`config.mk`:
```
export PLATFORM = sky130hd
export DESIGN_NAME = keyscan_reply_emulator_unit
export DESIGN_NICKNAME = d
export VERILOG_FILES = /design/src/hdl/kre_pkg.sv /design/src/hdl/kre_in_stage.sv /design/src/hdl/kre_engine.sv /design/src/hdl/kre_out_stage.sv /design/src/hdl/keyscan_reply_emulator_unit.sv
export SDC_FILE = /design/constraint.sdc
export NUM_CORES = 1
export LEC_CHECK = 0
export BUFFER_PORTS_ARGS = -buffer_cell sky130_fd_sc_hd__buf_4
export CAP_MARGIN = 10
export CELL_PAD_IN_SITES_DETAIL_PLACEMENT = 0
export CELL_PAD_IN_SITES_GLOBAL_PLACEMENT = 2
export CORE_ASPECT_RATIO = 1.75
export CORE_UTILIZATION = 36
export DETAILED_ROUTE_END_ITERATION = 7
export PLACE_DENSITY = 0.82
export SYNTH_ARGS = -nofsm -noshare
export SYNTH_HDL_FRONTEND = slang
export SYNTH_SLANG_ARGS = --single-unit
```
`constraint.sdc`:
```
create_clock -name clock -period 2.6 [get_ports clock]
set_clock_uncertainty 0.1 [all_clocks]
set_input_delay 0.39 -clock clock [delete_from_list [all_inputs] [get_ports clock]]
set_output_delay 0.39 -clock clock [all_outputs]
set_load 0.02 [all_outputs]
```
`src/hdl/kre_pkg.sv`:
```
// ----------------------------------------------------------------------------
// Key scan reply emulator package
// Shared item types, event codes and protocol constants.
// ----------------------------------------------------------------------------
package kre_pkg;

   localparam int KEY_BITS       = 24;
   localparam int KEY_BYTE_COUNT = 3;
   localparam int REPLY_REPEATS  = 6;

   localparam logic [6:0] KEY_COMMAND = 7'h42;

   localparam logic [1:0] MODE_REARM      = 2'd0;
   localparam logic [1:0] MODE_STROBE     = 2'd1;
   localparam logic [1:0] MODE_CLOCK_FALL = 2'd2;
   localparam logic [1:0] MODE_CLOCK_RISE = 2'd3;

   localparam int EV_CLOCK_BIT  = 0;
   localparam int EV_STROBE_BIT = 1;

   localparam logic [1:0] EV_NONE  = 2'b00;
   localparam logic [1:0] EV_CLOCK = 2'b01;
   localparam logic [1:0] EV_ALL   = 2'b11;

   typedef struct packed {
      logic [1:0] mode;
      logic       data_in;
   } req_item_type;

   typedef struct packed {
      logic data_out;
      logic data_out_enable;
      logic strobe_release;
      logic replying;
   } rsp_item_type;

endpackage

```
`src/hdl/kre_in_stage.sv`:
```
// ----------------------------------------------------------------------------
// Key scan reply emulator input register
// Holds one pin event item until the engine takes it.
// ----------------------------------------------------------------------------
module kre_in_stage (
   input  logic                  clock,
   input  logic                  reset,
   input  logic                  req_valid,
   output logic                  req_ready,
   input  kre_pkg::req_item_type req_item,
   input  logic                  take,
   output logic                  held_valid,
   output kre_pkg::req_item_type held_item
);

   logic                  valid_ff;
   logic                  valid_in;
   kre_pkg::req_item_type item_ff;

   assign req_ready = !valid_ff || take;
   assign valid_in  = (req_valid && req_ready) || (valid_ff && !take);

   always_ff @(posedge clock) begin
      if (reset) begin
         valid_ff <= 1'b0;
      end else begin
         valid_ff <= valid_in;
      end
      if (req_valid && req_ready) begin
         item_ff <= req_item;
      end
   end

   assign held_valid = valid_ff;
   assign held_item  = item_ff;

endmodule

```
`src/hdl/kre_engine.sv`:
```
// ----------------------------------------------------------------------------
// Key scan reply emulator engine
// Bus slave state: command shift, key reply shift-out and repeat count.
// ----------------------------------------------------------------------------
module kre_engine #(
   parameter int KEY_BYTE_COUNT = kre_pkg::KEY_BYTE_COUNT,
   parameter int REPLY_REPEATS  = kre_pkg::REPLY_REPEATS
) (
   input  logic                              clock,
   input  logic                              reset,
   input  logic                              step,
   input  kre_pkg::req_item_type             step_item,
   input  logic [kre_pkg::KEY_BITS-1:0]      key_bytes,
   output kre_pkg::rsp_item_type             result
);

   typedef enum logic [1:0] {
      PH_COMMAND = 2'd0,
      PH_REPLY   = 2'd1,
      PH_IDLE    = 2'd2
   } phase_type;

   phase_type  phase_ff, phase_in;
   logic [1:0] event_ff, event_in;
   logic       on_rising_ff, on_rising_in;
   logic [2:0] cmd_pos_ff, cmd_pos_in;
   logic [6:0] cmd_shift_ff, cmd_shift_in;
   logic [2:0] bit_pos_ff, bit_pos_in;
   logic [1:0] byte_idx_ff, byte_idx_in;
   logic [2:0] repeats_ff, repeats_in;
   logic       level_ff, level_in;
   logic       drive_ff, drive_in;
   logic       release_bit;

   logic       rising;
   logic [6:0] shift_new;
   logic [2:0] cmd_pos_next;
   logic [4:0] reply_bit_index;
   logic [2:0] bit_pos_next;
   logic [2:0] byte_sum;
   logic [2:0] repeats_next;

   assign rising          = (step_item.mode == kre_pkg::MODE_CLOCK_RISE);
   assign shift_new       = cmd_shift_ff | (7'(step_item.data_in) << cmd_pos_ff);
   assign cmd_pos_next    = cmd_pos_ff + 3'd1;
   assign reply_bit_index = {byte_idx_ff, bit_pos_ff};
   assign bit_pos_next    = bit_pos_ff + 3'd1;
   assign byte_sum        = {1'b0, byte_idx_ff} + 3'd1;
   assign repeats_next    = repeats_ff + 3'd1;

   always_comb begin
      phase_in     = phase_ff;
      event_in     = event_ff;
      on_rising_in = on_rising_ff;
      cmd_pos_in   = cmd_pos_ff;
      cmd_shift_in = cmd_shift_ff;
      bit_pos_in   = bit_pos_ff;
      byte_idx_in  = byte_idx_ff;
      repeats_in   = repeats_ff;
      level_in     = level_ff;
      drive_in     = drive_ff;
      release_bit  = 1'b0;
      case (step_item.mode)
         kre_pkg::MODE_REARM: begin
            phase_in = PH_IDLE;
            drive_in = 1'b1;
            event_in = kre_pkg::EV_ALL;
         end
         kre_pkg::MODE_STROBE: begin
            if (event_ff[kre_pkg::EV_STROBE_BIT]) begin
               phase_in = PH_COMMAND;
            end
         end
         kre_pkg::MODE_CLOCK_FALL, kre_pkg::MODE_CLOCK_RISE: begin
            if (event_ff[kre_pkg::EV_CLOCK_BIT] && (rising == on_rising_ff)) begin
               if (phase_ff == PH_COMMAND) begin
                  cmd_shift_in = shift_new;
                  cmd_pos_in   = cmd_pos_next;
                  if (cmd_pos_next == 3'd7) begin
                     cmd_pos_in   = 3'd0;
                     cmd_shift_in = 7'd0;
                     if (shift_new == kre_pkg::KEY_COMMAND) begin
                        release_bit  = 1'b1;
                        phase_in     = PH_REPLY;
                        event_in     = kre_pkg::EV_CLOCK;
                        on_rising_in = 1'b1;
                     end else begin
                        phase_in = PH_IDLE;
                        drive_in = 1'b1;
                        event_in = kre_pkg::EV_ALL;
                     end
                  end
               end else if (phase_ff == PH_REPLY) begin
                  if (reply_bit_index < 5'(kre_pkg::KEY_BITS)) begin
                     level_in = key_bytes[reply_bit_index];
                  end
                  bit_pos_in = bit_pos_next;
                  if (bit_pos_next == 3'd0) begin
                     if (byte_sum < 3'(KEY_BYTE_COUNT)) begin
                        byte_idx_in = byte_sum[1:0];
                     end else begin
                        byte_idx_in = 2'd0;
                        if (repeats_next == 3'(REPLY_REPEATS)) begin
                           repeats_in = 3'd0;
                           event_in   = kre_pkg::EV_NONE;
                           drive_in   = 1'b0;
                        end else begin
                           repeats_in = repeats_next;
                           phase_in   = PH_IDLE;
                           drive_in   = 1'b1;
                           event_in   = kre_pkg::EV_ALL;
                        end
                     end
                  end
               end
            end
         end
         default: begin
         end
      endcase
   end

   always_ff @(posedge clock) begin
      if (reset) begin
         phase_ff     <= PH_COMMAND;
         event_ff     <= kre_pkg::EV_NONE;
         on_rising_ff <= 1'b0;
         cmd_pos_ff   <= 3'd0;
         cmd_shift_ff <= 7'd0;
         bit_pos_ff   <= 3'd0;
         byte_idx_ff  <= 2'd0;
         repeats_ff   <= 3'd0;
         level_ff     <= 1'b0;
         drive_ff     <= 1'b0;
      end else if (step) begin
         phase_ff     <= phase_in;
         event_ff     <= event_in;
         on_rising_ff <= on_rising_in;
         cmd_pos_ff   <= cmd_pos_in;
         cmd_shift_ff <= cmd_shift_in;
         bit_pos_ff   <= bit_pos_in;
         byte_idx_ff  <= byte_idx_in;
         repeats_ff   <= repeats_in;
         level_ff     <= level_in;
         drive_ff     <= drive_in;
      end
   end

   assign result.data_out        = level_in;
   assign result.data_out_enable = drive_in;
   assign result.strobe_release  = release_bit;
   assign result.replying        = (phase_in == PH_REPLY);

endmodule

```
`src/hdl/kre_out_stage.sv`:
```
// ----------------------------------------------------------------------------
// Key scan reply emulator result register
// Holds one result item until the receiver takes it.
// ----------------------------------------------------------------------------
module kre_out_stage (
   input  logic                  clock,
   input  logic                  reset,
   input  logic                  load,
   input  kre_pkg::rsp_item_type load_item,
   output logic                  room,
   output logic                  rsp_valid,
   input  logic                  rsp_ready,
   output kre_pkg::rsp_item_type rsp_item
);

   logic                  valid_ff;
   logic                  valid_in;
   kre_pkg::rsp_item_type item_ff;

   assign room     = !valid_ff || rsp_ready;
   assign valid_in = load || (valid_ff && !rsp_ready);

   always_ff @(posedge clock) begin
      if (reset) begin
         valid_ff <= 1'b0;
      end else begin
         valid_ff <= valid_in;
      end
      if (load) begin
         item_ff <= load_item;
      end
   end

   assign rsp_valid = valid_ff;
   assign rsp_item  = item_ff;

endmodule

```
`src/hdl/keyscan_reply_emulator_unit.sv`:
```
// ----------------------------------------------------------------------------
// Key scan reply emulator
// Answers the key-read command of a three-wire display-driver bus with a
// stored key map, one pin event item in and one result item out.
//
// The req channel carries one pin event per item: rearm, strobe falling
// edge, or a clock edge with the sampled data line. The rsp channel returns
// one item per event with the reply line level, its drive enable, the
// strobe release pulse and the reply phase flag after the event.
// The csr port writes the 24-bit key map; write it only while the block has
// no item in flight.
// An item passes an input register and then a result register before its
// result is offered. One item is accepted every cycle for as long as the
// receiver keeps taking results.
// Reset clears the bus state, disables strobe and clock events and clears the key map.
// When the receiver stalls, the result register holds its item and the
// input register holds one more; then req_ready drops until space frees up.
// ----------------------------------------------------------------------------
module keyscan_reply_emulator_unit #(
   parameter int KEY_BYTE_COUNT = kre_pkg::KEY_BYTE_COUNT,
   parameter int REPLY_REPEATS  = kre_pkg::REPLY_REPEATS
) (
   input  logic                                clock,
   input  logic                                reset,
   input  logic                                req_valid,
   output logic                                req_ready,
   input  kre_pkg::req_item_type               req_item,
   output logic                                rsp_valid,
   input  logic                                rsp_ready,
   output kre_pkg::rsp_item_type               rsp_item,
   input  logic                                csr_write_enable,
   input  logic [kre_pkg::KEY_BITS-1:0]        csr_write_data
);

   logic [kre_pkg::KEY_BITS-1:0] key_bytes_ff;
   logic                         held_valid;
   kre_pkg::req_item_type        held_item;
   logic                         room;
   logic                         advance;
   kre_pkg::rsp_item_type        step_result;

   always_ff @(posedge clock) begin
      if (reset) begin
         key_bytes_ff <= '0;
      end else if (csr_write_enable) begin
         key_bytes_ff <= csr_write_data;
      end
   end

   assign advance = held_valid && room;

   kre_in_stage u_in_stage (
      .clock      (clock),
      .reset      (reset),
      .req_valid  (req_valid),
      .req_ready  (req_ready),
      .req_item   (req_item),
      .take       (advance),
      .held_valid (held_valid),
      .held_item  (held_item)
   );

   kre_engine #(
      .KEY_BYTE_COUNT (KEY_BYTE_COUNT),
      .REPLY_REPEATS  (REPLY_REPEATS)
   ) u_engine (
      .clock     (clock),
      .reset     (reset),
      .step      (advance),
      .step_item (held_item),
      .key_bytes (key_bytes_ff),
      .result    (step_result)
   );

   kre_out_stage u_out_stage (
      .clock     (clock),
      .reset     (reset),
      .load      (advance),
      .load_item (step_result),
      .room      (room),
      .rsp_valid (rsp_valid),
      .rsp_ready (rsp_ready),
      .rsp_item  (rsp_item)
   );

   a_release_in_reply : assert property (@(posedge clock) disable iff (reset)
      (rsp_valid && rsp_item.strobe_release) |-> rsp_item.replying)
      else $error("Strobe release item is not in the reply phase.");

   a_release_driven : assert property (@(posedge clock) disable iff (reset)
      (rsp_valid && rsp_item.strobe_release) |-> rsp_item.data_out_enable)
      else $error("Strobe release item has the reply line released.");

   a_held_item_kept : assert property (@(posedge clock) disable iff (reset)
      (held_valid && !room) |=> (held_valid && $stable(held_item)))
      else $error("Waiting input item was lost or changed.");

endmodule
```
* Yosys cells after proc, flatten, opt, wreduce, memory -nomap -nowiden
Index checks and enable logic that the tools add are counted.
** Storage, ports and cells
- ROM bits :: 0
- Logic and storage cells :: 109
- Latch bits :: 0
- Memories :: 0
- Bits in writable memories :: 0
- Register bits :: 58
** Operators by class
- Muxes and demuxes :: 40
- Eq/ne operators :: 14
- Bitwise gates (word level) :: 3
- Shifts and indexed selects :: 1
- $add $sub $neg :: 4
- Divide/modulo/power cells :: 0
- Reduce and logical (&&, ||, !) cells :: 25
- $lt $le $gt $ge :: 3
- Multiply operators :: 0
** Operator list (number)
- 2-bit 2-to-1 mux :: 18
- 1-bit 2-to-1 mux :: 15
- 7-bit AND reduction :: 2
- 6-bit AND reduction :: 2
- 3-bit by 1-bit adder with 3-bit output, second input constant :: 3
- 4-bit AND reduction :: 2
- 7-bit equality test, second input constant :: 1
- 7-bit 2-to-1 mux :: 1
- 7-bit bitwise OR :: 1
- 1-bit by 3-bit << shifter with 7-bit output :: 1
- 2-bit by 1-bit equality test with 1-bit output, second input constant :: 3
- 3-bit equality test, second input constant :: 2
- 5-bit by 6-bit < comparator with 1-bit output, second input constant :: 1
- 3-bit 2-to-1 mux :: 2
- 3-bit by 1-bit != test with 1-bit output, second input constant :: 2
- 2-bit one-hot mux with 3 select lines :: 1
- 1-bit binary-select mux with 5-bit select :: 1
- 1-bit logical AND :: 5
- 5-bit < comparator, second input constant :: 1
- 5-bit AND reduction :: 1
- 2-bit equality test, second input constant :: 2
- 1-bit logical NOT :: 4
- 2-bit logical NOT :: 2
- 1-bit logical OR :: 4
- 12 further kinds :: 13

* Depth between registers and ports, before layout
- Depth in word-level cells :: 10
- Depth in mapped cells :: 6

* Hierarchy
From an unflattened synthesis, not the netlist that was laid out.
** Second synthesis, totals
- Cells, all modules :: 315
- Area total of the unflattened synthesis :: 2996.6 sq um
** By module, submodules not included
- kre_engine :: seq. area each 500.5 sq um, area each 1809.2 sq um, instances 1, cells each 221
- keyscan_reply_emulator_unit :: seq. area each 480.5 sq um, area each 875.8 sq um, instances 1, cells each 78
- kre_out_stage :: seq. area each 140.1 sq um, area each 166.4 sq um, instances 1, cells each 8
- kre_in_stage :: seq. area each 110.1 sq um, area each 145.1 sq um, instances 1, cells each 8

* Worst setup path before layout
OpenSTA, ideal clock, no wires.
- Path type :: reg2reg
- Start point :: reg u_engine.bit_pos_ff[1]
- End point :: reg u_engine.repeats_ff[2]
- Path slack :: 0.524 ns
- Required time :: 2.430 ns
- Clock period less this slack :: 2.076 ns
- Data arrival time :: 1.906 ns
- Setup time :: 0.070 ns
- Cell stages (with the launch flop) :: 7
- Path through :: dfxtp_1 -> ha_1 -> xnor2_4 -> nand4_4 -> or2_4 -> or4b_1 -> a21oi_1
** On the way
- Cells in the longest elaborated chain, start to end :: 3
** RTL lines
- start, declared :: RTL line kre_engine.sv:28 : logic [2:0] bit_pos_ff, bit_pos_in;
- start signal, assigned :: RTL line kre_engine.sv:141 : bit_pos_ff <= bit_pos_in;
- 3-bit by 1-bit adder with 3-bit output :: RTL line kre_engine.sv:47 : assign bit_pos_next = bit_pos_ff + 3'd1;
- 3-bit logical NOT :: RTL line kre_engine.sv:98 : if (bit_pos_next == 3'd0) begin
- 7-bit AND reduction (no source line)
- end signal, assigned :: RTL line kre_engine.sv:143 : repeats_ff <= repeats_in;
- end, declared :: RTL line kre_engine.sv:30 : logic [2:0] repeats_ff, repeats_in;
No other way between the ends.
A chain may end at the register's enable or synchronous reset.

* Final worst setup path
- Start point :: reg u_in_stage.item_ff, in the netlist u_in_stage.held_item[1]
- End point :: reg u_engine.repeats_ff[2]
** On the way
- Cells in the longest elaborated chain, start to end :: 4
- Elaborated cells on any way between the ends :: 6
- Classes of those cells :: 3 x eq/ne; 3 x reduce/logical
** RTL lines
- start, declared :: RTL line kre_in_stage.sv:18 : kre_pkg::req_item_type item_ff;
- start signal, assigned :: RTL line kre_in_stage.sv:30 : item_ff <= req_item;
- 2-bit equality test :: RTL line kre_engine.sv:43, kre_engine.sv:63
- 1-bit equality test :: RTL line kre_engine.sv:75 : if (event_ff[kre_pkg::EV_CLOCK_BIT] && (rising == on_rising_ff)) begin
- 1-bit logical AND :: RTL line kre_engine.sv:75
- 7-bit AND reduction (no source line) *
Every way passes the cells marked *; elsewhere a longest branch is shown, timed or not.

==> flow_summary.json <==
{
  "r2r_cells": 5,
  "clk_path_buf_depth": 2,
  "multiInputGateArea_um2": 1440,
  "status": "complete, but fails checks",
  "first_global_vias": 2155,
  "fill_cells": 772,
  "ys_types": 57,
  "rsz0062_at_grt": "no",
  "overflow": 0,
  "rr_startpoint": "u_in_stage.held_item[1]$_DFFE_PP_",
  "clk_latency_ps": 330,
  "period_share": 0.886,
  "yosysSeqAreaShare": 0.442,
  "htreeDepth": 3,
  "final_common_cell": "nor2_1",
  "netlist_area_um2": 2780,
  "hold_end": "u_in_stage.held_item[0]$_DFFE_PP_",
  "clk_pin_slew_ps": 50,
  "cts_buffers": 9,
  "criticalPathCategory": "reg -> reg",
  "powerDensity_nw_per_um2": 675,
  "drv_cap": 0,
  "power.total_w": 0.00232,
  "viasPerCell": 5.20,
  "peakVddDrop_uv": 333,
  "drcViolationCount": 1,
  "drive_gt1_frac": 0.224,
  "slew_viol_final": 0,
  "min_path_type": "in -> reg",
  "antenna_left": 0,
  "diodes": 0,
  "critPathLaunchType": "register",
  "num_io_pins": 38,
  "slew_headroom": 0.576,
  "wl_per_cell_um": 15.0,
  "yosys.area.top_type": "dfxtp_1",
  "critPathMaxFanout": 13,
  "synth_cells": 287,
  "dieHeight_um": 118,
  "violations": "DRC",
  "cts.sinks": 58,
  "rows": 42,
  "core_um2": 7510,
  "initial_utilization": 0.370,
  "synth-edff-count": 7,
  "crit_required_ps": 2750,
  "die_x_um": 68.5,
  "endpoint_kind": "register",
  "post-cts-setup-buffers": 0,
  "syn_avg_cell_area_um2": 9.70,
  "routed-via-count": 2179,
  "antenna_found_initial": 0,
  "ys.flop_type": "dfxtp_1",
  "layout_common_cells": "53 x nor2_1, 51 x dfxtp_1, 41 x buf_4",
  "first_pass_iters": 7,
  "areaGrowthSynthToFinish_pct": 23.3,
  "ys_top_cells_by_area": "dfxtp_1 37%, mux2i_1 9.7%, edfxtp_1 7.6%",
  "yosys.area.top_type_share": 0.367,
  "ys_seq_elements": 58,
  "grt_max_degree": 45,
  "layout.nets": 364,
  "r2r_slack_ps": 300,
  "fin_tns_setup_ps": 0,
  "synthArstFlopShare": 0,
  "worstPathArrival_ps": 2450,
  "drt_iter0_drc": 95,
  "max_freq_mhz": 434,
  "post-route-min-period_ps": 2300,
  "p_leak_nw": 1.45,
  "gr-usage-all-layers": 0.176,
  "r2r-end": "u_engine.repeats_ff[2]$_SDFFE_PP0P_",
  "cts_tree": "yes",
  "dieArea_um2": 8100,
  "cts_hold_buffers": 0,
  "hp-start": "req_item[0]",
  "finalWirelength_mm": 6.30,
  "finalSetupViolations": 0,
  "place.gp.congestion": 0.804,
  "syn_nets": 325,
  "tightestPinTransition_ps": 628,
  "grt_first_pass_wirelength_mm": 10.3,
  "hold_depth": 1,
  "root_buffer": "clkbuf_16",
  "io_buffer_count": 37,
  "dp_hpwl_mm": 4.65,
  "ctsResizeCount": 0,
  "hold_violations": 0,
  "register_area_um2": 1230,
  "yosysWarnings": 0
}
-- flip-flops by register name, indices dropped and copies added (netlist names), 3 cells and up --
name,cells
u_in_stage.held_item,3
u_engine.repeats_ff,3
key_bytes_ff,24
u_out_stage.rsp_item,4
u_engine.cmd_pos_ff,3
u_engine.bit_pos_ff,3
u_engine.cmd_shift_ff,7
-- how the worst max path moves through the flow --
stage                                                    from                             endpoint  depth (start not counted)
after floorplan           u_engine.bit_pos_ff[1]$_SDFFE_PP0P_  u_engine.repeats_ff[2]$_SDFFE_PP0P_                          6
after global placement    u_engine.bit_pos_ff[0]$_SDFFE_PP0P_  u_engine.repeats_ff[2]$_SDFFE_PP0P_                          6
after detailed placement  u_engine.bit_pos_ff[0]$_SDFFE_PP0P_  u_engine.repeats_ff[2]$_SDFFE_PP0P_                          6
after CTS                 u_engine.bit_pos_ff[0]$_SDFFE_PP0P_  u_engine.repeats_ff[2]$_SDFFE_PP0P_                          6
after global routing      u_engine.bit_pos_ff[0]$_SDFFE_PP0P_  u_engine.repeats_ff[2]$_SDFFE_PP0P_                          6
final                       u_in_stage.held_item[1]$_DFFE_PP_  u_engine.repeats_ff[2]$_SDFFE_PP0P_                          5
-- through the flow --
step	std cells	util	hold slack (ps)	worst slack [ps]	area, um2
after floorplan	287	-	326	524	2780
after global placement	403	0.416	343	351	3120
after detailed placement	403	0.416	350	299	3120
after CTS	419	0.457	132	285	3430
after global routing	419	0.457	133	175	3430
final	419	0.457	140	296	3430
-- kinds of logic after synthesis --
kind of cell / after synthesis / synth area share
XOR/XNOR: 6 / 0.0283
adder cells (fa/ha/maj): 6 / 0.0270
AND/OR/NAND/NOR: 109 / 0.194
AO/OA/AOI/OAI: 51 / 0.122
flip-flops: 58 / 0.442
multiplexers: 35 / 0.146
buffers and inverters: 22 / 0.0400
-- layout make-up --
type                    instances  share of cell area
well taps                      88              0.0321
flip-flops and latches         58               0.359
clock buffers                  14              0.0798
clock inverters                 2              0.0102
repair buffers                 41              0.0897
multi-input cells             207               0.420
inverters                       9             0.00984
-- power breakdown --
part	internal [W]	switching, W
Combinational	0.0000767	0.0000701
Sequential	0.000941	0.0000209
Clock	0.000818	0.000392
-- metal layers --
metal / GRT usage / share of wire / vias to the layer above
met5: 0 / 0 / -
met4: 0.104 / 0.036 / 0
met3: 0.0454 / 0.029 / 15
met2: 0.316 / 0.56 / 40
met1: 0.169 / 0.38 / 1034
li1: - / - / 1090
-- worst max-delay path: stages (launching register included) --
cell	delay, ps
edfxtp_1	480
xnor2_2	280
nand4_2	330
or2_4	370
or4b_1	500
a21oi_1	160
-- synth_stat cells (4+ instances only) --
cell and n:
inv_1 9, mux2i_1 27, clkbuf_1 7, nor2_1 53, dfxtp_1 51, ha_1 6
and2_1 6, mux2_2 4, o21ai_0 7, nor2b_1 6, nand2_1 17, edfxtp_1 7
mux4_2 4, a21oi_1 18
Note: power is estimated with default switching activity, not from simulation.
